--- config.mk ---
export PLATFORM = sky130hd
export DESIGN_NAME = nav_button_debounce_repeat_core
export DESIGN_NICKNAME = d
export VERILOG_FILES = /design/src/rtl/nbdr_pkg.sv /design/src/rtl/nav_button_debounce_repeat_core.sv /design/src/rtl/nbdr_front.sv /design/src/rtl/nbdr_fifo.sv /design/src/rtl/nbdr_back.sv
export SDC_FILE = /design/constraint.sdc
export NUM_CORES = 1
export LEC_CHECK = 0
export BUFFER_PORTS_ARGS = -buffer_cell sky130_fd_sc_hd__buf_2
export CORE_UTILIZATION = 50
export CTS_CLUSTER_SIZE = 14
export DETAILED_ROUTE_END_ITERATION = 7
export GPL_ROUTABILITY_DRIVEN = 0
export HOLD_SLACK_MARGIN = 0.1
export PLACE_DENSITY = 0.65
export SLEW_MARGIN = 5
export SYNTH_ARGS = -nofsm -noshare
export SYNTH_HDL_FRONTEND = slang
export SYNTH_HIERARCHICAL = 1
export SYNTH_SLANG_ARGS = --single-unit
--- constraint.sdc ---
create_clock -name clk_i -period 6.6 [get_ports clk_i]
set_input_delay 0 -clock clk_i [delete_from_list [all_inputs] [get_ports clk_i]]
set_output_delay 0 -clock clk_i [all_outputs]
set_load 0.03 [all_outputs]
--- src/rtl/nbdr_pkg.sv ---
// Shared types, constants and helpers for the navigation button debounce block.
// Used by every module under rtl/; depends on nothing.
`default_nettype none

package nbdr_pkg;

  localparam int HISTORY_DEPTH = 4;
  localparam int QUEUE_DEPTH   = 4;

  localparam int BTN_W      = 7;
  localparam int REG_IDX_W  = 3;
  localparam int CFG_DATA_W = 10;
  localparam int INTERVAL_W = 10;
  localparam int HOLD_W     = 11;
  localparam int ACCEL_W    = 4;
  localparam int ACTION_W   = 3;
  localparam int NUM_SLOTS  = 6;
  localparam int SLOT_W     = 3;

  // register indexes on the config port
  localparam logic [REG_IDX_W-1:0] REG_MODE  = 3'd0;
  localparam logic [REG_IDX_W-1:0] REG_START = 3'd1;
  localparam logic [REG_IDX_W-1:0] REG_FLOOR = 3'd2;
  localparam logic [REG_IDX_W-1:0] REG_STEP  = 3'd3;
  localparam logic [REG_IDX_W-1:0] REG_RPS   = 3'd4;

  localparam logic [INTERVAL_W-1:0] START_RST = 10'd400;
  localparam logic [INTERVAL_W-1:0] FLOOR_RST = 10'd100;
  localparam logic [INTERVAL_W-1:0] STEP_RST  = 10'd100;
  localparam logic [ACCEL_W-1:0]    RPS_RST   = 4'd10;

  // action codes
  localparam logic [ACTION_W-1:0] ACT_INC    = 3'd0;
  localparam logic [ACTION_W-1:0] ACT_DEC    = 3'd1;
  localparam logic [ACTION_W-1:0] ACT_LEFT   = 3'd2;
  localparam logic [ACTION_W-1:0] ACT_RIGHT  = 3'd3;
  localparam logic [ACTION_W-1:0] ACT_BACK   = 3'd4;
  localparam logic [ACTION_W-1:0] ACT_HOME   = 3'd5;
  localparam logic [ACTION_W-1:0] ACT_SELECT = 3'd6;

  // button bit positions
  localparam int BTN_UP = 0;
  localparam int BTN_DN = 1;
  localparam int BTN_LF = 2;
  localparam int BTN_RT = 3;
  localparam int BTN_EN = 4;
  localparam int BTN_BK = 5;
  localparam int BTN_SH = 6;

  // emission slots, in output order
  localparam logic [SLOT_W-1:0] SLOT_INC    = 3'd0;
  localparam logic [SLOT_W-1:0] SLOT_DEC    = 3'd1;
  localparam logic [SLOT_W-1:0] SLOT_LEFT   = 3'd2;
  localparam logic [SLOT_W-1:0] SLOT_RIGHT  = 3'd3;
  localparam logic [SLOT_W-1:0] SLOT_SELECT = 3'd4;
  localparam logic [SLOT_W-1:0] SLOT_BACK   = 3'd5;

  typedef struct packed {
    logic                  mode;
    logic [INTERVAL_W-1:0] start_interval;
    logic [INTERVAL_W-1:0] floor_interval;
    logic [INTERVAL_W-1:0] interval_step;
    logic [ACCEL_W-1:0]    repeats_per_step;
  } cfg_t;

  // one tick's worth of actions: slot set, back slot becomes home, shift flag
  typedef struct packed {
    logic [NUM_SLOTS-1:0] slots;
    logic                 home;
    logic                 sh;
  } job_t;

  function automatic logic [ACTION_W-1:0] slot_action(input logic [SLOT_W-1:0] slot,
                                                      input logic home);
    logic [ACTION_W-1:0] act;
    case (slot)
      SLOT_INC:    act = ACT_INC;
      SLOT_DEC:    act = ACT_DEC;
      SLOT_LEFT:   act = ACT_LEFT;
      SLOT_RIGHT:  act = ACT_RIGHT;
      SLOT_SELECT: act = ACT_SELECT;
      SLOT_BACK:   act = home ? ACT_HOME : ACT_BACK;
      default:     act = ACT_SELECT;
    endcase
    return act;
  endfunction

endpackage

`default_nettype wire

--- src/rtl/nav_button_debounce_repeat_core.sv ---
// Top level of the navigation button debouncer with accelerating auto-repeat.
// Holds the config registers; instantiates nbdr_front, nbdr_fifo, nbdr_back.
//
//   channel  | handshake               | payload
//   ---------+-------------------------+------------------------------------
//   tick in  | in_valid_i / in_ready_o | raw_levels_i[6:0]
//   action   | out_valid_o/out_ready_i | action_o[2:0], shifted_o, last_o
//   config   | cfg_we_i (no wait)      | cfg_idx_i[2:0], cfg_wdata_i[9:0]
//
// A tick is debounced and timed in the cycle it transfers; its actions
// (0 to 6) leave one per cycle while the output is not stalled. The
// emitter's one-action-per-cycle walk sets the rate; the job queue lets
// ticks keep coming while actions drain. in_ready_o drops only when the
// queue is full. Reset restores register defaults; no clearing pass.
`default_nettype none

module nav_button_debounce_repeat_core #(
  parameter int HISTORY_DEPTH = nbdr_pkg::HISTORY_DEPTH,
  parameter int QUEUE_DEPTH   = nbdr_pkg::QUEUE_DEPTH
) (
  input  wire                              clk_i,
  input  wire                              rst_ni,
  input  wire                              cfg_we_i,
  input  wire [nbdr_pkg::REG_IDX_W-1:0]    cfg_idx_i,
  input  wire [nbdr_pkg::CFG_DATA_W-1:0]   cfg_wdata_i,
  input  wire                              in_valid_i,
  output logic                             in_ready_o,
  input  wire [nbdr_pkg::BTN_W-1:0]        raw_levels_i,
  output logic                             out_valid_o,
  input  wire                              out_ready_i,
  output logic [nbdr_pkg::ACTION_W-1:0]    action_o,
  output logic                             shifted_o,
  output logic                             last_o
);

  nbdr_pkg::cfg_t  cfg_q, cfg_d;
  nbdr_pkg::job_t  push_job, head_job;
  logic            push, pop, fifo_empty, fifo_full;

  always_comb begin
    cfg_d = cfg_q;
    if (cfg_we_i) begin
      case (cfg_idx_i)
        nbdr_pkg::REG_MODE:  cfg_d.mode             = cfg_wdata_i[0];
        nbdr_pkg::REG_START: cfg_d.start_interval   = cfg_wdata_i;
        nbdr_pkg::REG_FLOOR: cfg_d.floor_interval   = cfg_wdata_i;
        nbdr_pkg::REG_STEP:  cfg_d.interval_step    = cfg_wdata_i;
        nbdr_pkg::REG_RPS:   cfg_d.repeats_per_step = cfg_wdata_i[nbdr_pkg::ACCEL_W-1:0];
        default: ;
      endcase
    end
  end

  always_ff @(posedge clk_i or negedge rst_ni) begin
    if (!rst_ni) begin
      cfg_q.mode             <= 1'b0;
      cfg_q.start_interval   <= nbdr_pkg::START_RST;
      cfg_q.floor_interval   <= nbdr_pkg::FLOOR_RST;
      cfg_q.interval_step    <= nbdr_pkg::STEP_RST;
      cfg_q.repeats_per_step <= nbdr_pkg::RPS_RST;
    end else begin
      cfg_q <= cfg_d;
    end
  end

  nbdr_front #(
    .HISTORY_DEPTH(HISTORY_DEPTH)
  ) u_front (
    .clk_i        (clk_i),
    .rst_ni       (rst_ni),
    .cfg_i        (cfg_q),
    .in_valid_i   (in_valid_i),
    .in_ready_o   (in_ready_o),
    .raw_levels_i (raw_levels_i),
    .fifo_full_i  (fifo_full),
    .push_o       (push),
    .job_o        (push_job)
  );

  nbdr_fifo #(
    .DEPTH(QUEUE_DEPTH)
  ) u_fifo (
    .clk_i   (clk_i),
    .rst_ni  (rst_ni),
    .push_i  (push),
    .data_i  (push_job),
    .pop_i   (pop),
    .data_o  (head_job),
    .empty_o (fifo_empty),
    .full_o  (fifo_full)
  );

  nbdr_back u_back (
    .clk_i        (clk_i),
    .rst_ni       (rst_ni),
    .fifo_valid_i (!fifo_empty),
    .head_i       (head_job),
    .pop_o        (pop),
    .out_valid_o  (out_valid_o),
    .out_ready_i  (out_ready_i),
    .action_o     (action_o),
    .shifted_o    (shifted_o),
    .last_o       (last_o)
  );

  a_no_overflow: assert property (@(posedge clk_i) disable iff (!rst_ni)
    push |-> !fifo_full)
    else $error("job pushed into full queue");

  a_no_underflow: assert property (@(posedge clk_i) disable iff (!rst_ni)
    pop |-> !fifo_empty)
    else $error("job popped from empty queue");

  a_shift_scope: assert property (@(posedge clk_i) disable iff (!rst_ni)
    out_valid_o && shifted_o |->
      (action_o == nbdr_pkg::ACT_INC) || (action_o == nbdr_pkg::ACT_DEC) ||
      (action_o == nbdr_pkg::ACT_LEFT) || (action_o == nbdr_pkg::ACT_RIGHT))
    else $error("shift flag on non-directional action");

  a_action_range: assert property (@(posedge clk_i) disable iff (!rst_ni)
    out_valid_o |-> action_o <= nbdr_pkg::ACT_SELECT)
    else $error("undefined action code");

endmodule

`default_nettype wire

--- src/rtl/nbdr_front.sv ---
// Front end: takes a tick, debounces against the sample history, runs the
// hold and acceleration timers and turns the tick into an action job.
// Depends on nbdr_pkg.
`default_nettype none

module nbdr_front #(
  parameter int HISTORY_DEPTH = nbdr_pkg::HISTORY_DEPTH
) (
  input  wire                         clk_i,
  input  wire                         rst_ni,
  input  wire nbdr_pkg::cfg_t         cfg_i,
  input  wire                         in_valid_i,
  output logic                        in_ready_o,
  input  wire [nbdr_pkg::BTN_W-1:0]   raw_levels_i,
  input  wire                         fifo_full_i,
  output logic                        push_o,
  output nbdr_pkg::job_t              job_o
);

  logic [nbdr_pkg::BTN_W-1:0]      hist_q [HISTORY_DEPTH];
  logic [nbdr_pkg::BTN_W-1:0]      acc_q, acc_d;
  logic [nbdr_pkg::HOLD_W-1:0]     hold_q, hold_d;
  logic [nbdr_pkg::INTERVAL_W-1:0] int_q, int_d, new_int;
  logic [nbdr_pkg::ACCEL_W-1:0]    accel_q, accel_d;

  logic                            accept, bouncing, changed, expired, fire;
  logic                            rep, do_accel, sub_ok;
  logic [nbdr_pkg::BTN_W-1:0]      mask, b;
  logic [nbdr_pkg::INTERVAL_W:0]   diff;
  logic                            up, dn, en;
  nbdr_pkg::job_t                  job;

  assign in_ready_o = !fifo_full_i;
  assign accept     = in_valid_i && in_ready_o;

  always_comb begin
    mask = '1;
    if (cfg_i.mode) begin
      mask = '0;
      mask[nbdr_pkg::BTN_UP] = 1'b1;
      mask[nbdr_pkg::BTN_DN] = 1'b1;
      mask[nbdr_pkg::BTN_EN] = 1'b1;
    end
    b = ~raw_levels_i & mask;
    bouncing = 1'b0;
    for (int i = 0; i < HISTORY_DEPTH; i++) begin
      if (hist_q[i] != b) bouncing = 1'b1;
    end
  end

  assign changed = (b != acc_q);
  assign expired = (hold_q <= nbdr_pkg::HOLD_W'(1));
  assign fire    = changed || expired;
  assign up      = b[nbdr_pkg::BTN_UP];
  assign dn      = b[nbdr_pkg::BTN_DN];
  assign en      = b[nbdr_pkg::BTN_EN];

  always_comb begin
    job      = '0;
    rep      = 1'b0;
    do_accel = 1'b0;
    if (fire) begin
      if (cfg_i.mode) begin
        if (changed) begin
          if (en && up && dn) begin
            job.slots[nbdr_pkg::SLOT_BACK] = 1'b1;
            job.home = 1'b1;
          end else if (up && dn) begin
            job.slots[nbdr_pkg::SLOT_BACK] = 1'b1;
          end else if (en && dn) begin
            job.slots[nbdr_pkg::SLOT_LEFT] = 1'b1;
            job.sh = 1'b1;
          end else if (en && up) begin
            job.slots[nbdr_pkg::SLOT_RIGHT] = 1'b1;
          end else if (en) begin
            job.slots[nbdr_pkg::SLOT_SELECT] = 1'b1;
          end else if (dn) begin
            job.slots[nbdr_pkg::SLOT_DEC] = 1'b1;
            rep = 1'b1;
          end else if (up) begin
            job.slots[nbdr_pkg::SLOT_INC] = 1'b1;
            rep = 1'b1;
          end
        end else begin
          if (dn && !up && !en) begin
            job.slots[nbdr_pkg::SLOT_DEC] = 1'b1;
            rep = 1'b1;
          end else if (up && !dn && !en) begin
            job.slots[nbdr_pkg::SLOT_INC] = 1'b1;
            rep = 1'b1;
          end
        end
        do_accel = rep && expired;
      end else begin
        job.slots[nbdr_pkg::SLOT_INC]    = b[nbdr_pkg::BTN_UP];
        job.slots[nbdr_pkg::SLOT_DEC]    = b[nbdr_pkg::BTN_DN];
        job.slots[nbdr_pkg::SLOT_LEFT]   = b[nbdr_pkg::BTN_LF];
        job.slots[nbdr_pkg::SLOT_RIGHT]  = b[nbdr_pkg::BTN_RT];
        job.slots[nbdr_pkg::SLOT_SELECT] = b[nbdr_pkg::BTN_EN];
        job.slots[nbdr_pkg::SLOT_BACK]   = b[nbdr_pkg::BTN_BK];
        job.home = b[nbdr_pkg::BTN_SH];
        job.sh   = b[nbdr_pkg::BTN_SH];
        do_accel = expired;
      end
    end
  end

  // saturating interval step
  assign diff    = {1'b0, int_q} - {1'b0, cfg_i.interval_step};
  assign sub_ok  = !diff[nbdr_pkg::INTERVAL_W] &&
                   (diff[nbdr_pkg::INTERVAL_W-1:0] >= cfg_i.floor_interval);
  assign new_int = sub_ok ? diff[nbdr_pkg::INTERVAL_W-1:0] : cfg_i.floor_interval;

  always_comb begin
    acc_d   = acc_q;
    hold_d  = hold_q;
    int_d   = int_q;
    accel_d = accel_q;
    if (accept) begin
      if (bouncing) begin
        int_d   = cfg_i.start_interval;
        accel_d = cfg_i.repeats_per_step;
        hold_d  = {1'b0, cfg_i.start_interval};
      end else begin
        if (do_accel) begin
          if (accel_q <= nbdr_pkg::ACCEL_W'(1)) begin
            accel_d = cfg_i.repeats_per_step;
            int_d   = new_int;
          end else begin
            accel_d = accel_q - nbdr_pkg::ACCEL_W'(1);
          end
        end
        if (fire) acc_d = b;
        hold_d = expired ? {1'b0, int_d} : hold_q - nbdr_pkg::HOLD_W'(1);
      end
    end
  end

  assign push_o = accept && !bouncing && (|job.slots);
  assign job_o  = job;

  always_ff @(posedge clk_i or negedge rst_ni) begin
    if (!rst_ni) begin
      for (int i = 0; i < HISTORY_DEPTH; i++) hist_q[i] <= '0;
      acc_q   <= '0;
      hold_q  <= '0;
      int_q   <= nbdr_pkg::START_RST;
      accel_q <= nbdr_pkg::RPS_RST;
    end else begin
      if (accept) begin
        for (int i = 0; i < HISTORY_DEPTH - 1; i++) hist_q[i] <= hist_q[i+1];
        hist_q[HISTORY_DEPTH-1] <= b;
      end
      acc_q   <= acc_d;
      hold_q  <= hold_d;
      int_q   <= int_d;
      accel_q <= accel_d;
    end
  end

endmodule

`default_nettype wire

--- src/rtl/nbdr_fifo.sv ---
// Short job queue between the front end and the emitter.
// Depends on nbdr_pkg for the job type.
`default_nettype none

module nbdr_fifo #(
  parameter int DEPTH = nbdr_pkg::QUEUE_DEPTH
) (
  input  wire                  clk_i,
  input  wire                  rst_ni,
  input  wire                  push_i,
  input  wire nbdr_pkg::job_t  data_i,
  input  wire                  pop_i,
  output nbdr_pkg::job_t       data_o,
  output logic                 empty_o,
  output logic                 full_o
);

  localparam int PTR_W = $clog2(DEPTH);
  localparam int CNT_W = $clog2(DEPTH + 1);

  nbdr_pkg::job_t    mem_q [DEPTH];
  logic [PTR_W-1:0]  wr_q, wr_d, rd_q, rd_d;
  logic [CNT_W-1:0]  cnt_q, cnt_d;
  logic              do_push, do_pop;

  assign empty_o = (cnt_q == '0);
  assign full_o  = (cnt_q == CNT_W'(DEPTH));
  assign do_push = push_i && !full_o;
  assign do_pop  = pop_i && !empty_o;
  assign data_o  = mem_q[rd_q];

  always_comb begin
    wr_d  = wr_q;
    rd_d  = rd_q;
    cnt_d = cnt_q;
    if (do_push) wr_d = (wr_q == PTR_W'(DEPTH - 1)) ? '0 : wr_q + PTR_W'(1);
    if (do_pop)  rd_d = (rd_q == PTR_W'(DEPTH - 1)) ? '0 : rd_q + PTR_W'(1);
    if (do_push && !do_pop) cnt_d = cnt_q + CNT_W'(1);
    else if (do_pop && !do_push) cnt_d = cnt_q - CNT_W'(1);
  end

  always_ff @(posedge clk_i) begin
    if (do_push) mem_q[wr_q] <= data_i;
  end

  always_ff @(posedge clk_i or negedge rst_ni) begin
    if (!rst_ni) begin
      wr_q  <= '0;
      rd_q  <= '0;
      cnt_q <= '0;
    end else begin
      wr_q  <= wr_d;
      rd_q  <= rd_d;
      cnt_q <= cnt_d;
    end
  end

endmodule

`default_nettype wire

--- src/rtl/nbdr_back.sv ---
// Emitter: walks a job's slot set in order, one action per cycle unless the
// output stalls, into a registered output stage. Depends on nbdr_pkg.
`default_nettype none

module nbdr_back (
  input  wire                            clk_i,
  input  wire                            rst_ni,
  input  wire                            fifo_valid_i,
  input  wire nbdr_pkg::job_t            head_i,
  output logic                           pop_o,
  output logic                           out_valid_o,
  input  wire                            out_ready_i,
  output logic [nbdr_pkg::ACTION_W-1:0]  action_o,
  output logic                           shifted_o,
  output logic                           last_o
);

  nbdr_pkg::job_t                  cur_q, cur_d, eff;
  logic                            busy, advance;
  logic [nbdr_pkg::SLOT_W-1:0]     sel;
  logic [nbdr_pkg::NUM_SLOTS-1:0]  rest;
  logic                            out_valid_q, out_valid_d;
  logic [nbdr_pkg::ACTION_W-1:0]   action_q, action_d;
  logic                            shifted_q, shifted_d, last_q, last_d;

  assign busy    = |cur_q.slots;
  assign eff     = busy ? cur_q : (fifo_valid_i ? head_i : '0);
  assign advance = (|eff.slots) && (!out_valid_q || out_ready_i);
  assign pop_o   = advance && !busy;

  always_comb begin
    sel = '0;
    for (int i = nbdr_pkg::NUM_SLOTS - 1; i >= 0; i--) begin
      if (eff.slots[i]) sel = nbdr_pkg::SLOT_W'(i);
    end
    rest      = eff.slots;
    rest[sel] = 1'b0;
  end

  always_comb begin
    cur_d       = cur_q;
    out_valid_d = out_valid_q;
    action_d    = action_q;
    shifted_d   = shifted_q;
    last_d      = last_q;
    if (advance) begin
      cur_d       = eff;
      cur_d.slots = rest;
      out_valid_d = 1'b1;
      action_d    = nbdr_pkg::slot_action(sel, eff.home);
      shifted_d   = (sel < nbdr_pkg::SLOT_SELECT) && eff.sh;
      last_d      = (rest == '0);
    end else if (out_ready_i) begin
      out_valid_d = 1'b0;
    end
  end

  always_ff @(posedge clk_i or negedge rst_ni) begin
    if (!rst_ni) begin
      cur_q       <= '0;
      out_valid_q <= 1'b0;
    end else begin
      cur_q       <= cur_d;
      out_valid_q <= out_valid_d;
    end
  end

  always_ff @(posedge clk_i) begin
    action_q  <= action_d;
    shifted_q <= shifted_d;
    last_q    <= last_d;
  end

  assign out_valid_o = out_valid_q;
  assign action_o    = action_q;
  assign shifted_o   = shifted_q;
  assign last_o      = last_q;

endmodule

`default_nettype wire

* Word-level counts from Yosys, hierarchy flattened
Memories as Yosys holds them, arrays and structs flattened. Cells that the tools add are included.
Storage, ports and cells: bits in registers 116, bits in writable memories 32, input bits 25, output and inout port bits 7, word-level logic and storage cells 181, memories kept 1
Memory list:
- u_fifo.mem_q | words 4, width 8, read ports 1, clocked after Yosys merged registers in 0, write ports 1, RTL line nbdr_fifo.sv:21 | nbdr_pkg::job_t mem_q [DEPTH];
Operators by class: $add $sub $neg 7, magnitude comparators 6, equality and inequality tests 16, multiplexer cells 72, bitwise gates (word level) 5, reduce and logical (&&, ||, !) cells 51
Operators by type and width (number):
- 10-bit 2-to-1 mux | 4
- 1-bit 2-to-1 mux | 37
- 7-bit inequality test | 5
- 8-bit 2-to-1 mux | 4
- 3-bit 2-to-1 mux | 8
- 11-bit 2-to-1 mux | 2
- 1-bit logical AND | 21
- 6-bit OR reduction | 3
- 2-bit 2-to-1 mux | 8
- 4-bit 2-to-1 mux | 4
- 3-bit one-hot mux with 5 select lines | 1
- 3-bit by 2-bit equality test with 1-bit output, second input constant | 4
- 2-bit AND reduction | 6
- 11-bit by 1-bit less-or-equal comparator with 1-bit output, second input constant | 1
- 1-bit logical NOT | 11
- 10-bit by 10-bit subtractor with 11-bit output | 1
- 11-bit by 1-bit subtractor with 11-bit output, second input constant | 1
- 10-bit >= comparator | 1
- 5-bit 2-to-1 mux | 2
- 3-bit equality test, second input constant | 3
- 3-bit logical NOT | 3
- 7-bit AND | 1
- 7-bit 2-to-1 mux | 1
- 7-bit inverter | 1
- other kinds (18) | 24

* Logic depth before layout (Yosys ltp)
depth in word-level cells 19, depth in mapped cells 17, mapped depth without buffers 16

* By module
The synthesis kept the hierarchy.
Modules (own cells, without submodules):
- nbdr_front | times used 1, cells each 538, area each 4345.4 µm², sequential area each 1507.7 µm²
- nbdr_fifo | times used 1, cells each 79, area each 1596.5 µm², sequential area each 1136.1 µm²
- nav_button_debounce_repeat_core | times used 1, cells each 79, area each 1445.1 µm², sequential area each 889.6 µm²
- nbdr_back | times used 1, cells each 95, area each 924.6 µm², sequential area each 375.4 µm²

* Least setup slack after synthesis
OpenSTA, ideal clock, no wires.
kind register to register, start register cfg_q[34] (netlist bit), end register u_fifo.cnt_q[1], setup time 0.125 ns, data arrival time 3.424 ns, data required time 6.475 ns, slack 3.051 ns, cell stages (with the launch flop) 16, buffers on the path 4, period minus slack after synthesis 3.549 ns, path through dfrtp_1 -> buf_6 -> or2_1 -> buf_6 -> a221o_1 -> a211oi_2 -> and2_1 -> buf_6 -> o32ai_1 -> o41a_1 -> nor2b_1 -> buf_2 -> ha_1 -> inv_1 -> fa_1 -> mux2_2
RTL lines:
- from (decl) | RTL line nav_button_debounce_repeat_core.sv:36 | nbdr_pkg::cfg_t cfg_q, cfg_d;
- from (signal assigned) | RTL line nav_button_debounce_repeat_core.sv:62 | cfg_q <= cfg_d;
- to (signal assigned) | RTL line nbdr_fifo.sv:54 | cnt_q <= cnt_d;
- to (decl) | RTL line nbdr_fifo.sv:23 | logic [CNT_W-1:0] cnt_q, cnt_d;

==> results by group <==
Routing
  – DR WL/cell: 17.25 um
  – WL final: 18.23 mm
  – DRC viols: 0
  – DRT Pass-1 Iters: 5
  – Detail Route Antenna Nets: 0
  – First DRT Iteration DRCs: 505
  – Vias: 6180
  – Via density: 5.847

Final layout
  – Nets: 885
  – Area Growth Syn to Fin: 12.99%
  – ANT cells: 0
  – Layout cells sized above 1: 18.31%

Timing
  – Final worst slack: 2.472 ns
  – Measured slew at the worst slew-check pin: 1.080 ns
  – Clock Skews: 0.01522 ns
  – Final worst path period share: 62.54%
  – Max Freq: 242.3 MHz
  – RSZ-0062 raised after global routing: false
  – Setup total negative slack: 0 ns
  – Hold Violations, Final: 0
  – Fin. max-slew vios: 0
  – Post-layout min period: 4.128 ns
  – Slew HR: 28.03%
  – Setup violations, final: 0

Setup path
  – WP data required: 6.95 ns
  – WP data arrival: 4.48 ns
  – Crit end category: register
  – Cell family with most CP delay: simple AND/OR/NAND/NOR gates
  – CP Max Fanout: 8
  – Crit Path Class: register to register
  – Slowest cell on crit path: or4_1
  – Startpoint types: register
  – Critical Path Most Common Cell: xor2_1
  – Max incr delay on CP: 0.59 ns
  – Worst path cell trace: or4_1 -> nor3_2 -> nand2_1 -> and2_1 -> o32ai_1 -> o41a_1 -> nor2b_1 -> ha_1 -> inv_1 -> fa_1 -> xor2_1 -> nor2_1 -> xor2_1
  – WP buf/inv: 1

Outcome
  – Outcome: completed

Yosys
  – Post-synth EDFFs: 37
  – Sequential-to-total area share from yosys stat: 47.03%
  – Synth area leader: dfrtp_1
  – Fraction of registers with async set/reset: 75.00%
  – Post-Syn Nets: 848
  – Post-synthesis instance total: 791
  – Synth Warn #: 6
  – Post-synth cell types: 88
  – Synth top area share: 28.60%
  – Top cells by area, synth: dfrtp_1, edfxtp_1, dfstp_2
  – Synthesized area per cell: 10.51 um^2
  – Register bit total from synthesis: 148
  – Ys flop type: dfrtp_1
  – Synthesized area: 0.008312 mm^2

CTS
  – Post-CTS Setup Inserts: 0
  – Clk sink count: 148
  – CTS Buf Count: 17
  – Post-CTS Resized: 0
  – CTS clk-pin slew, worst paths: 0.06 ns
  – CTS root buffer: clkbuf_16
  – TritonCTS clock tree: yes
  – H-tree levels: 4
  – Longest Clk Path Bufs: 2
  – Clk_lat worst skew: 0.43 ns

Power and ir drop
  – Switch Pwr: 1.595 mW
  – Comb power frac: 39.2%
  – Peak VDD IR: 0.2017 mV
  – Leakage power: 3.971 nW
  – Switching share of power: 38.89%
  – Share of power burned in registers: 36.5%
  – Internal power: 2.507 mW
  – Clock share of power: 24.3%
  – Pwr Density: 436.8 mW/mm^2

Global routing
  – Vias in the first global route: 5981
  – Total track usage: 23.14%
  – Antenna violations before repair: 0
  – Largest net degree at the start of global routing: 85
  – Total grt overflow: 0
  – First-pass GRT wire length: 30.20 mm

Place
  – Port buffer count: 31
  – Post-Place Worst Slack: 2.494 ns
  – Dpl hpwl: 12.95 mm

Floorplanning
  – Chip Height: 130.9 um
  – Die span in x: 130.9 um
  – Die area: 0.01714 mm^2
  – Initial Utilization: 51.76%
  – Standard-cell rows: 46
  – IO Pins: 32
  – Core area: 0.01606 mm^2

Worst hold path
  – HP Class: input port to register

Job
  – Max Cap Viol: 0
-- cell families after synthesis --
kind of cell | count (synthesis) | synth area share [%]
flip-flops | 148 | 47.03
AO/OA/AOI/OAI | 169 | 13.52
buffers and inverters | 78 | 4.335
adder cells (fa/ha/maj) | 32 | 4.998
XOR/XNOR | 21 | 2.213
AND/OR/NAND/NOR | 286 | 18.21
multiplexers | 57 | 9.695
-- stage by stage --
| step | area (um^2) | instances | hold slack [ns] | util, % | power, mW |
|---|---|---|---|---|---|
| global placement | 8554 | 1003 | -0.05174 | 53.27 | 3.018 |
| floorplan | 8312 | 791 | -0.2956 | - | 2.705 |
| detailed placement | 8554 | 1003 | -0.04838 | 53.27 | 3.083 |
| CTS | 9392 | 1057 | 0.1049 | 58.49 | 4.106 |
| finish | 9392 | 1057 | 0.1087 | 58.49 | 4.102 |
| global route | 9392 | 1057 | 0.1188 | 58.49 | 4.387 |
-- synth_stat cells, types with 8 or more instances --
cell type  count
nor3_1        27
mux2_2        20
a31oi_1       11
and3_1        13
and2_1         9
o221ai_1       8
mux4_2         8
clkbuf_1      19
o31ai_1        8
o21ai_0       33
o21ai_1       16
ha_1          30
mux2_4        22
edfxtp_1      37
xnor2_1       11
nor2b_1        9
nand2_1      103
dfstp_2       16
or3_1          9
dfrtp_1       95
inv_1         40
a21oi_1       33
nor2_1        43
nand3_1       21
buf_2          9
xor2_1        10
-- registers in the layout, indices dropped and copies added (netlist names) --
register	count
cfg_q	35
u_front/acc_q	7
u_fifo/mem_q	32
u_front/hold_q	11
u_back/action_o	3
u_fifo/wr_q	2
u_front/int_q	10
u_back/shifted_o	1
u_front/hist_q	28
u_back/last_o	1
u_back/out_valid_o	1
u_fifo/cnt_q	3
u_back/cur_q	8
u_fifo/rd_q	2
u_front/accel_q	4
-- path summary, 6_finish.rpt --
path	from	to	slack, ns	cells past startpoint
worst min register to register	u_front/acc_q[2]$_DFFE_PN0P_	u_front/acc_q[2]$_DFFE_PN0P_	0.49	2
min in group asynchronous	rst_ni	u_back/cur_q[3]$_DFFE_PN0P_	0.61	4
worst min-delay path	raw_levels_i[6]	u_front/hist_q[6]$_DFFE_PN0P_	0.11	3
worst max register to register	u_front/hold_q[4]$_DFFE_PN0P_	u_fifo/cnt_q[2]$_DFFE_PN0P_	2.47	13
worst max-delay path	u_front/hold_q[4]$_DFFE_PN0P_	u_fifo/cnt_q[2]$_DFFE_PN0P_	2.47	13
max in group asynchronous	rst_ni	cfg_q[7]$_DFFE_PN0P_	4.91	4
-- worst register-to-register path, stage by stage (launching register included) --
cell	delay, ns
dfrtp_1	0.45
or4_1	0.59
nor3_2	0.21
nand2_1	0.18
and2_1	0.27
o32ai_1	0.52
o41a_1	0.28
nor2b_1	0.46
ha_1	0.28
inv_1	0.06
fa_1	0.37
xor2_1	0.15
nor2_1	0.11
xor2_1	0.14
-- metal layers --
layer	global-route usage (%)	vias up	wire length (um)
met5	0	-	0
met4	7.978	0	303
met3	4.967	31	736
met2	37.25	201	8697
met1	31.02	2991	8495
li1	-	2957	-
-- cell type report --
class                           count  area [um^2]
Inverter                           40        150.1
Multi-Input combinational cell    565         4045
Tap cell                          216        270.3
Clock buffer                       18        429.2
Sequential cell                   148         3909
Fill cell                        1313         6666
Clock inverter                     14        177.7
Timing Repair Buffer               56        410.4
-- repair_timing --
item,4_1_cts,5_1_grt
setup endpoints to repair,0,0
hold buffers,22,0
hold endpoints to repair,73,0
-- power groups by stage --
stage	Clock (mW)	Combinational [mW]	Sequential, mW
5_1_grt	1.06	1.79	1.54
3_5_place_dp	0	1.58	1.51
6_report	0.998	1.61	1.50
4_1_cts	1.01	1.60	1.49
2_1_floorplan	0	1.29	1.42
3_3_place_gp	0	1.52	1.49
-- placed cells by master, fill, tap and decap left out, types with 4 or more instances in the layout --
cell and n:
a211oi_1 7, a21o_1 6, a21oi_1 33, a31oi_1 11, and2_1 9, and3_1 13
buf_2 30, buf_4 4, clkbuf_16 17, clkinvlp_4 4, dfrtp_1 95, dfstp_2 16
dlygate4sd3_1 21, edfxtp_1 37, ha_1 30, inv_1 40, inv_6 4, mux2_2 20
mux2_4 22, mux2i_1 7, mux4_2 8, nand2_1 103, nand2b_1 4, nand3_1 21
nand4_1 6, nor2_1 43, nor2b_1 8, nor3_1 27, nor4b_1 5, o21a_1 5
o21ai_0 33, o21ai_1 16, o221ai_1 8, o31ai_1 8, or3_1 9, xnor2_1 11
xor2_1 10
(Power assumes the default switching activity.)
